`config.mk`:
```
export PLATFORM = sky130hd
export DESIGN_NAME = nibble_sbox_feistel_cipher_32_unit_flat
export DESIGN_NICKNAME = d
export VERILOG_FILES = /design/src/hdl/nsfc_pkg.sv /design/src/hdl/nsfc_if.sv /design/src/hdl/nsfc_round.sv /design/src/hdl/nibble_sbox_feistel_cipher_32_unit.sv /design/src/flat_wrapper.sv
export SDC_FILE = /design/constraint.sdc
export NUM_CORES = 1
export LEC_CHECK = 0
export ABC_AREA = 1
export ABC_CLOCK_PERIOD_IN_PS = 2500
export BUFFER_PORTS_ARGS = -buffer_cell sky130_fd_sc_hd__buf_2
export CORE_ASPECT_RATIO = 0.5
export CORE_MARGIN = 2
export CORE_UTILIZATION = 35
export DETAILED_ROUTE_END_ITERATION = 6
export SLEW_MARGIN = 20
export SYNTH_ARGS = -nofsm -noshare
export SYNTH_HDL_FRONTEND = slang
export SYNTH_HIERARCHICAL = 1
export SYNTH_SLANG_ARGS = --single-unit
```
`constraint.sdc`:
```
create_clock -name clk -period 2.5 [get_ports clk]
set_input_delay 0.125 -clock clk [delete_from_list [all_inputs] [get_ports clk]]
set_output_delay 0.125 -clock clk [all_outputs]
set_load 0.005 [all_outputs]
```
`src/hdl/nsfc_pkg.sv`:
```
package nsfc_pkg;

  localparam int unsigned NumRounds  = 4;
  localparam int unsigned BlockW     = 32;
  localparam int unsigned HalfW      = 16;
  localparam int unsigned KeyW       = 16;
  localparam int unsigned CfgIdxW    = 2;
  localparam int unsigned CheckRound = 2;

  typedef enum logic [CfgIdxW-1:0] {
    REG_ROUND_KEY_0 = 2'd0,
    REG_ROUND_KEY_1 = 2'd1,
    REG_ROUND_KEY_2 = 2'd2,
    REG_ROUND_KEY_3 = 2'd3
  } nsfc_reg_t;

  // One block in flight, as it travels from cell to cell.
  typedef struct packed {
    logic [BlockW-1:0] blk;
    logic              chk_en;
    logic              known;
    logic              failed;
  } nsfc_item_t;

  localparam logic [3:0] NibbleTable [32] = '{
    4'h5, 4'h6, 4'h7, 4'h1, 4'h9, 4'hC, 4'hD, 4'h8,
    4'hA, 4'hD, 4'h2, 4'hB, 4'hF, 4'h4, 4'h0, 4'h3,
    4'hB, 4'h4, 4'h6, 4'h0, 4'hF, 4'h2, 4'hD, 4'h9,
    4'h5, 4'hC, 4'h1, 4'hA, 4'h3, 4'hD, 4'hE, 4'h8
  };

  function automatic logic [3:0] nibble_map(input logic [4:0] win);
    return NibbleTable[win];
  endfunction

endpackage

```
`src/hdl/nsfc_if.sv`:
```
interface nsfc_in_if;
  import nsfc_pkg::*;
  logic              valid;
  logic              ready;
  logic [BlockW-1:0] block_in;
  logic              check_enable;
  logic              known_lsb;

  modport source (output valid, output block_in, output check_enable, output known_lsb,
                  input ready);
  modport sink   (input valid, input block_in, input check_enable, input known_lsb,
                  output ready);
endinterface

interface nsfc_out_if;
  import nsfc_pkg::*;
  logic              valid;
  logic              ready;
  logic [BlockW-1:0] block_out;
  logic              check_failed;

  modport source (output valid, output block_out, output check_failed, input ready);
  modport sink   (input valid, input block_out, input check_failed, output ready);
endinterface

interface nsfc_cfg_if;
  import nsfc_pkg::*;
  logic               valid;
  logic               ready;
  logic [CfgIdxW-1:0] index;
  logic [KeyW-1:0]    data;

  modport source (output valid, output index, output data, input ready);
  modport sink   (input valid, input index, input data, output ready);
endinterface

```
`src/hdl/nsfc_round.sv`:
```
module nsfc_round
  import nsfc_pkg::*;
(
  input  logic            clk,
  input  logic            rst_n,
  input  logic [KeyW-1:0] key,
  input  logic            check_here,
  input  logic            up_vld,
  output logic            up_rdy,
  input  nsfc_item_t      up_item,
  output logic            dn_vld,
  input  logic            dn_rdy,
  output nsfc_item_t      dn_item
);

  logic       vld_r;
  nsfc_item_t item_r;
  nsfc_item_t item_nxt;

  logic [HalfW-1:0] lo, hi, v, f, f_rot;
  logic [3:0]       nib0;

  always_comb begin
    lo    = up_item.blk[HalfW-1:0];
    hi    = up_item.blk[BlockW-1:HalfW];
    v     = lo ^ key;
    nib0  = nibble_map(v[4:0]);
    f     = {nibble_map({v[0], v[15:12]}), nibble_map(v[12:8]),
             nibble_map(v[8:4]), nib0};
    f_rot = {f[2:0], f[HalfW-1:3]};

    item_nxt        = up_item;
    item_nxt.blk    = {lo, f_rot ^ hi};
    // flag a match of the known bit against bit 3 of the first window
    if (check_here && up_item.chk_en && (up_item.known == nib0[3])) begin
      item_nxt.failed = 1'b1;
    end
  end

  // advance when this stage is empty or its contents move on
  assign up_rdy = !vld_r || dn_rdy;

  always_ff @(posedge clk) begin
    if (!rst_n) begin
      vld_r <= 1'b0;
    end else if (up_rdy) begin
      vld_r <= up_vld;
    end
  end

  always_ff @(posedge clk) begin
    if (up_rdy && up_vld) begin
      item_r <= item_nxt;
    end
  end

  assign dn_vld  = vld_r;
  assign dn_item = item_r;

endmodule

```
`src/hdl/nibble_sbox_feistel_cipher_32_unit.sv`:
```
// Four-round 32-bit Feistel cipher with 16-bit round keys.
//
// Channels: in_ch takes one request per block (block_in, check_enable,
// known_lsb); out_ch returns one result per request (block_out,
// check_failed), in order. cfg_ch writes round key 0..3 by index and is
// always ready; write keys only while no block is in flight. Decrypt by
// writing the keys in reverse order.
//
// A request accepted into the first cell passes through the round cells in
// order, each registering it, and the last cell presents it on out_ch.
// Throughput: one block per cycle while out_ch is ready; each round is
// one cell of a chain, and every cell holds its own block.
//
// Reset clears all cell valid bits and the four keys to zero.
// When the receiver stalls, the last cell holds its result and the cells
// before it keep filling empty slots, so up to four requests are taken
// before in_ch.ready drops. Ready of each cell is a function of its own
// valid bit and the next cell's ready.
module nibble_sbox_feistel_cipher_32_unit
  import nsfc_pkg::*;
(
  input  logic        clk,
  input  logic        rst_n,
  nsfc_in_if.sink     in_ch,
  nsfc_out_if.source  out_ch,
  nsfc_cfg_if.sink    cfg_ch
);

  logic [KeyW-1:0] key_r [NumRounds];

  // key registers; writes are taken every cycle
  assign cfg_ch.ready = 1'b1;

  always_ff @(posedge clk) begin
    if (!rst_n) begin
      for (int i = 0; i < NumRounds; i++) begin
        key_r[i] <= '0;
      end
    end else if (cfg_ch.valid) begin
      case (nsfc_reg_t'(cfg_ch.index))
        REG_ROUND_KEY_0: key_r[0] <= cfg_ch.data;
        REG_ROUND_KEY_1: key_r[1] <= cfg_ch.data;
        REG_ROUND_KEY_2: key_r[2] <= cfg_ch.data;
        REG_ROUND_KEY_3: key_r[3] <= cfg_ch.data;
        default: ;
      endcase
    end
  end

  // chain links: link 0 is the input channel, link NumRounds the last cell
  logic       lnk_vld  [NumRounds+1];
  logic       lnk_rdy  [NumRounds+1];
  nsfc_item_t lnk_item [NumRounds+1];

  assign lnk_vld[0]  = in_ch.valid;
  assign lnk_item[0] = '{blk:    in_ch.block_in,
                         chk_en: in_ch.check_enable,
                         known:  in_ch.known_lsb,
                         failed: 1'b0};
  assign in_ch.ready = lnk_rdy[0];

  for (genvar r = 0; r < NumRounds; r++) begin : g_round
    nsfc_round u_round (
      .clk        (clk),
      .rst_n      (rst_n),
      .key        (key_r[r]),
      .check_here (r == CheckRound),
      .up_vld     (lnk_vld[r]),
      .up_rdy     (lnk_rdy[r]),
      .up_item    (lnk_item[r]),
      .dn_vld     (lnk_vld[r+1]),
      .dn_rdy     (lnk_rdy[r+1]),
      .dn_item    (lnk_item[r+1])
    );
  end

  // last cell is the output register; apply the final half swap here
  assign lnk_rdy[NumRounds] = out_ch.ready;
  assign out_ch.valid       = lnk_vld[NumRounds];
  assign out_ch.block_out   = {lnk_item[NumRounds].blk[HalfW-1:0],
                               lnk_item[NumRounds].blk[BlockW-1:HalfW]};
  assign out_ch.check_failed = lnk_item[NumRounds].failed;

endmodule

```
`src/flat_wrapper.sv`:
```
// flat-port wrapper written by rule: the top's interface ports become plain ports
module nibble_sbox_feistel_cipher_32_unit_flat import nsfc_pkg::*;
  (clk, rst_n, in_ch_valid, in_ch_block_in, in_ch_check_enable, in_ch_known_lsb, in_ch_ready, out_ch_valid, out_ch_block_out, out_ch_check_failed, out_ch_ready, cfg_ch_valid, cfg_ch_index, cfg_ch_data, cfg_ch_ready);
  nsfc_in_if in_ch_i ();
  nsfc_out_if out_ch_i ();
  nsfc_cfg_if cfg_ch_i ();
  input  logic clk;
  input  logic rst_n;
  input wire logic [$bits(in_ch_i.valid)-1:0] in_ch_valid;
  input wire logic [$bits(in_ch_i.block_in)-1:0] in_ch_block_in;
  input wire logic [$bits(in_ch_i.check_enable)-1:0] in_ch_check_enable;
  input wire logic [$bits(in_ch_i.known_lsb)-1:0] in_ch_known_lsb;
  output wire logic [$bits(in_ch_i.ready)-1:0] in_ch_ready;
  output wire logic [$bits(out_ch_i.valid)-1:0] out_ch_valid;
  output wire logic [$bits(out_ch_i.block_out)-1:0] out_ch_block_out;
  output wire logic [$bits(out_ch_i.check_failed)-1:0] out_ch_check_failed;
  input wire logic [$bits(out_ch_i.ready)-1:0] out_ch_ready;
  input wire logic [$bits(cfg_ch_i.valid)-1:0] cfg_ch_valid;
  input wire logic [$bits(cfg_ch_i.index)-1:0] cfg_ch_index;
  input wire logic [$bits(cfg_ch_i.data)-1:0] cfg_ch_data;
  output wire logic [$bits(cfg_ch_i.ready)-1:0] cfg_ch_ready;
  assign in_ch_i.valid = in_ch_valid;
  assign in_ch_i.block_in = in_ch_block_in;
  assign in_ch_i.check_enable = in_ch_check_enable;
  assign in_ch_i.known_lsb = in_ch_known_lsb;
  assign in_ch_ready = in_ch_i.ready;
  assign out_ch_valid = out_ch_i.valid;
  assign out_ch_block_out = out_ch_i.block_out;
  assign out_ch_check_failed = out_ch_i.check_failed;
  assign out_ch_i.ready = out_ch_ready;
  assign cfg_ch_i.valid = cfg_ch_valid;
  assign cfg_ch_i.index = cfg_ch_index;
  assign cfg_ch_i.data = cfg_ch_data;
  assign cfg_ch_ready = cfg_ch_i.ready;
  nibble_sbox_feistel_cipher_32_unit u_core (.clk(clk), .rst_n(rst_n), .in_ch(in_ch_i), .out_ch(out_ch_i), .cfg_ch(cfg_ch_i));
endmodule
```
==> impl_metrics.tcl, run 1 <==
set metrics [dict create \
    cts-root-to-sink-buffers 3 \
    synth.yosys.warnings 6 \
    pwr-share-clk_pct 31.0 \
    p_total_mw 11.2 \
    die-area_um2 39100 \
    p_switching_mw 3.76 \
    cts_root_buf "clkbuf_16" \
    cts.sinks 206 \
    criticalPathCategory "flop to flop" \
    detailedRoute.firstIterationViolations 718 \
    switching_share_pct 33.7 \
    layout_min_cycle_time_ps 2070 \
    standby_leakage_power_nw 7.31 \
    die_h_um 141 \
    synthesis.area_um2 13100 \
    cts_made_buffers 23 \
    place.gp.congestion 0.918 \
    drv.max_cap_violation_count 0 \
    portBuffers 91 \
    finalClockSkew_ps 9.16 \
    stdcell_area_um2 15500 \
    area_overhead_of_the_layout_relative_to_synthesis_pct 18.5 \
    min-delay-path-class "input port to flop" \
    grt_use_total_pct 16.5 \
    period_share_pct 82.8 \
    finalSetupViolCount 0 \
    cts.clk_slew.worst_paths_ps 70 \
    post-place-ws_ps 442 \
    fillCellCount 3696 \
    power.share.combinational_pct 29.5 \
    post-cts-setup-buffers 0 \
    insertedDiodeCount 0 \
    worst_ir_drop_vdd_uv 487 \
    largest_fanout_on_the_critical_path 9 \
    worstSetupStartpointType "flop" \
    worst_skew_pair.late_latency_ps 520 \
    route.vias.total 10900 \
    crit_required_ps 2780 \
    placementRows 50 \
    worstPathArrival_ps 2350 \
    overflow_left_after_global_routing 0 \
    finalHoldViolCount 0 \
    route.antenna.remaining_nets 0 \
    maxSlewHeadroom_pct 59.8 \
    drv_slew 0 \
    route.detailed.wl_per_inst_um 14.7 \
    post_synthesis_area_per_instance_um2 8.31 \
    boundaryPins 93 \
    detailedPlacementHpwl_um 25200 \
    remaining_drc_errors 0 \
    cts_tree "done" \
    worst_case_setup_margin_in_the_final_layout_ps 430 \
    power.internal_mw 7.40 \
    result_of_the_run "finished clean" \
    dpl_cell_area_um2 14400 \
    htree_levels 1 \
    detail_route.first_pass.iterations 5 \
    ctsResizeCount 0 \
    core-area_um2 37200 \
    die_w_um 278 \
    rsz0062_at_grt "false" \
    final_layout_size_suffix_gt1_share_pct 12.8 \
    cts_hold_buffers 39 \
    wl_um 33400 \
    postSynthCellCount 1579 \
    worst_margin_slew_ps 599 \
    initial_antenna_violation_count 0 \
    p_per_area_nw_per_um2 718 \
    first_pass_grt_wire_length_um 51300 \
    floorplan.initialDensity_pct 35.3 \
    critPathCaptureType "flop" \
    grt_max_degree 36 \
    clock.fmax_mhz 483 \
    pwr-share-seq_pct 39.5 \
    first_global_vias 9402 \
    route.detailed.vias_per_inst 4.80 \
    setup_total_negative_slack_ps 0 \
    layout.nets 1863 \
]
## through the flow
step           std cells  hold slack [ps]  utilization [%]
2_1_floorplan       1583              224                -
3_3_place_gp        2188              320             38.7
3_5_place_dp        2188              324             38.7
4_1_cts             2269             2.76             41.8
5_1_grt             2269             22.5             41.8
6_report            2269             11.1             41.8
## registers in the layout, indices dropped and copies added, names as in the netlist
name,cells
u_core/g_round.u_round/dn_vld,4
u_core/key_r,64
u_core/g_round.u_round/dn_item,138
## per-layer routing
metal,track usage [%],up-vias,part of all wire (%)
met5,0,-,0
met4,3.39,0,1.9
met3,1.97,38,4.9
met2,26.3,265,44
met1,24.3,5016,49
li1,-,5569,-
## power by group through the flow
| stage | Clock, mW | Combinational, mW | Sequential, mW |
|---|---|---|---|
| floorplan | 0 | 2.42 | 4.39 |
| global placement | 0 | 3.22 | 4.48 |
| detailed placement | 0 | 3.22 | 4.49 |
| CTS | 3.54 | 3.29 | 4.41 |
| global route | 3.66 | 3.76 | 4.44 |
| finish | 3.45 | 3.29 | 4.41 |
## path summary, 6_finish.rpt
path | from | end | slack, ps | cells past startpoint
max | u_core/g_round[0].u_round/dn_item[3]$_DFFE_PP_ | u_core/g_round[1].u_round/dn_item[18]$_DFFE_PP_ | 430 | 9
min | cfg_ch_data[2] | u_core/key_r[1][2]$_SDFFCE_PN0P_ | 10 | 3
max reg2reg | u_core/g_round[0].u_round/dn_item[3]$_DFFE_PP_ | u_core/g_round[1].u_round/dn_item[18]$_DFFE_PP_ | 430 | 9
min reg2reg | u_core/g_round[0].u_round/dn_item[2]$_DFFE_PP_ | u_core/g_round[1].u_round/dn_item[2]$_DFFE_PP_ | 470 | 0
## worst max-delay path, stage by stage, from the launching register on
cell and delay, ps:
edfxtp_1 440, inv_1 100, nand2_1 60, nand2_1 270, ha_1 310, or2_2 310
nor2_1 90, o21ai_1 90, nand3b_1 110, nand2_1 50
## area by class of cell
| cell class | instances | area [µm²] | share of cell area [%] |
|---|---|---|---|
| clock inverter | 16 | 171 | 1.10 |
| timing repair buffer | 161 | 1080 | 6.94 |
| inverter | 158 | 593 | 3.82 |
| tap | 494 | 618 | 3.98 |
| multi-input combinational | 1208 | 6340 | 40.8 |
| clock buffer | 26 | 587 | 3.78 |
| sequential | 206 | 6150 | 39.6 |
## placed cells by master, fill, tap and decap left out, types with 2 or more instances in the layout
master / n
nor2_1: 88
nand3_1: 196
ha_1: 48
or2_2: 16
xor2_2: 10
clkbuf_1: 3
nand3_2: 2
conb_1: 6
o211ai_1: 31
buf_4: 31
dlygate4sd3_1: 39
nand3b_1: 31
buf_2: 91
edfxtp_1: 202
a21oi_1: 9
o21ai_0: 36
a21boi_0: 4
o21ai_1: 11
xor2_1: 27
bufinv_16: 3
inv_1: 151
clkbuf_16: 23
xnor2_1: 23
xnor2_2: 18
clkinv_2: 4
nand2_2: 5
a21o_1: 3
dfxtp_1: 4
clkinv_1: 3
nand4_4: 3
nand2_1: 633
inv_2: 7
a21oi_4: 4
inv_6: 3
clkinvlp_4: 2
Power figures use the tool's default switching activity.
==> run 2: changes to the inputs <==
- ABC_CLOCK_PERIOD_IN_PS: 2500 -> 2000
- clock period: 2.5 -> 2 ns (I/O delays scaled with it)
==> impl_metrics.tcl, run 2 (synthesized netlist as in run 1, its figures left out) <==
set metrics [dict create \
    overflow_left_after_global_routing 0 \
    initial_antenna_violation_count 0 \
    area_overhead_of_the_layout_relative_to_synthesis_pct 22.1 \
    boundaryPins 93 \
    die_w_um 278 \
    dpl_cell_area_um2 14700 \
    multiInputGateArea_um2 6370 \
    rrSetupSlack_ps 90 \
    cts.sinks 206 \
    cts_tree "done" \
    p_per_area_nw_per_um2 882 \
    clock.fmax_mhz 524 \
    period_share_pct 95.4 \
    final-seq-area_um2 6150 \
    largest_fanout_on_the_critical_path 4 \
    drv.max_cap_violation_count 0 \
    cts_root_buf "clkbuf_16" \
    worst_skew_pair.late_latency_ps 520 \
    fillCellCount 3767 \
    rsz0062_at_grt "true" \
    route.detailed.wl_per_inst_um 14.5 \
    worst_r2r_endpoint "u_core/g_round[1].u_round/dn_item[4]$_DFFE_PP_" \
    critical_path.reg2reg.startpoint "u_core/g_round[0].u_round/dn_item[8]$_DFFE_PP_" \
    finalHoldViolCount 0 \
    layout_min_cycle_time_ps 1910 \
    drv_slew 0 \
    detailedRoute.firstIterationViolations 746 \
    remaining_drc_errors 0 \
    route.antenna.remaining_nets 0 \
    finalClockSkew_ps 13.4 \
    wl_um 33600 \
    p_total_mw 14.1 \
    mostFrequentLayoutCells "633 x nand2_1, 202 x edfxtp_1, 195 x nand3_1" \
    cts.clk_slew.worst_paths_ps 60 \
    crit_required_ps 2270 \
    grt_use_total_pct 16.9 \
    stdcell_area_um2 16000 \
    worstPathArrival_ps 2180 \
    cts_made_buffers 24 \
    layout.nets 1917 \
    worst_hold_path.endpoint "u_core/key_r[2][5]$_SDFFCE_PN0P_" \
    reg2regPathDepth 10 \
    die-area_um2 39100 \
    insertedDiodeCount 0 \
    result_of_the_run "finished clean" \
    mostFrequentLayoutCell "nand2_1" \
    first_global_vias 9887 \
    first_pass_grt_wire_length_um 52600 \
    grt_max_degree 36 \
    final_layout_size_suffix_gt1_share_pct 15.3 \
    placementRows 50 \
    worst_ir_drop_vdd_uv 534 \
    criticalPathCategory "flop to flop" \
    critPathCaptureType "flop" \
    portBuffers 91 \
    detailedPlacementHpwl_um 25900 \
    finalSetupViolCount 0 \
    detail_route.first_pass.iterations 5 \
    min-delay-path-class "input port to flop" \
    core-area_um2 37200 \
    standby_leakage_power_nw 7.59 \
    die_h_um 141 \
    route.detailed.vias_per_inst 4.75 \
    number_of_flip_flops_under_the_largest_register_name 138 \
    route.vias.total 11000 \
    cts-root-to-sink-buffers 3 \
    place.gp.congestion 0.921 \
    hold_start "cfg_ch_data[5]" \
    holdPathStages 3 \
    worstSetupStartpointType "flop" \
    floorplan.initialDensity_pct 35.3 \
    htree_levels 1 \
]
[run 2: cell types whose count changed in the layout (fill, tap and decap cells not counted), sizes merged]
cell         change
clkinvlp         +1
clkbuf           +1
dlygate4sd3      +3
inv              -3
buf             +50
clkinv           +1
bufinv           -1
[run 2: layout make-up]
class,instances,share of cell area [%]
repair buffers,214,9.58
well taps,494,3.86
clock buffers,27,3.95
multi-input cells,1208,39.8
flip-flops and latches,206,38.4
inverters,158,3.70
clock inverters,14,0.750
[run 2: routing by layer]
metal / track usage (%) / part of all wire (%)
met2: 27.5 / 45
met1: 24.3 / 48
met5: 0 / 0
met4: 3.44 / 1.6
met3: 2.12 / 5.1
[run 2: worst max-delay path, stage by stage (launching register included)]
cell and delay (ps):
edfxtp_1 480, xor2_2 220, buf_4 150, ha_1 270
inv_1 40, o21ai_0 160, nand2_1 90, nand3_2 80
nand2_1 60, nand2_1 50, nand2_1 40
[run 2: per-stage QoR]
step | setup TNS (ps) | hold slack [ps] | setup WS (ps) | instances | utilization, %
finish | 0 | 18.8 | 92.0 | 2321 | 43.1
global route | -7.60 | 9.21 | -7.60 | 2321 | 43.1
CTS | 0 | 2.78 | 52.2 | 2311 | 42.8
detailed placement | 0 | 305 | 72.0 | 2228 | 39.7
global placement | 0 | 311 | 101 | 2228 | 39.7
floorplan | -815 | 199 | -23.3 | 1583 | -
[run 2: how the worst max path moves through the flow]
stage	from	end	slack, ps	cells past startpoint
floorplan	u_core/g_round[3].u_round/dn_vld$_SDFFE_PN0N_	u_core/g_round[1].u_round/dn_item[0]$_SDFFCE_PP1P_	-20	5
global placement	u_core/g_round[0].u_round/dn_item[8]$_DFFE_PP_	u_core/g_round[1].u_round/dn_item[5]$_DFFE_PP_	100	9
detailed placement	u_core/g_round[0].u_round/dn_item[8]$_DFFE_PP_	u_core/g_round[1].u_round/dn_item[6]$_DFFE_PP_	70	9
CTS	u_core/g_round[0].u_round/dn_item[8]$_DFFE_PP_	u_core/g_round[1].u_round/dn_item[6]$_DFFE_PP_	50	9
global route	u_core/key_r[1][8]$_SDFFCE_PN0P_	u_core/g_round[1].u_round/dn_item[10]$_DFFE_PP_	-8	10
finish	u_core/g_round[0].u_round/dn_item[8]$_DFFE_PP_	u_core/g_round[1].u_round/dn_item[4]$_DFFE_PP_	90	10
[run 2: where the power goes]
part / total, mW / switching, mW / leakage [nW] / internal, mW
Sequential: 5.50 / 0.296 / 1.96 / 5.20
Combinational: 4.38 / 2.65 / 5.27 / 1.73
Clock: 4.23 / 1.72 / 0.360 / 2.51
Total: 14.1 / 4.67 / 7.59 / 9.45
[run 2: what timing repair did]
action	CTS	global route
gates resized for setup	0	8
endpoints found under the hold margin	50	0
buffers inserted	0	10
setup endpoints to repair	0	12
hold buffers	42	0
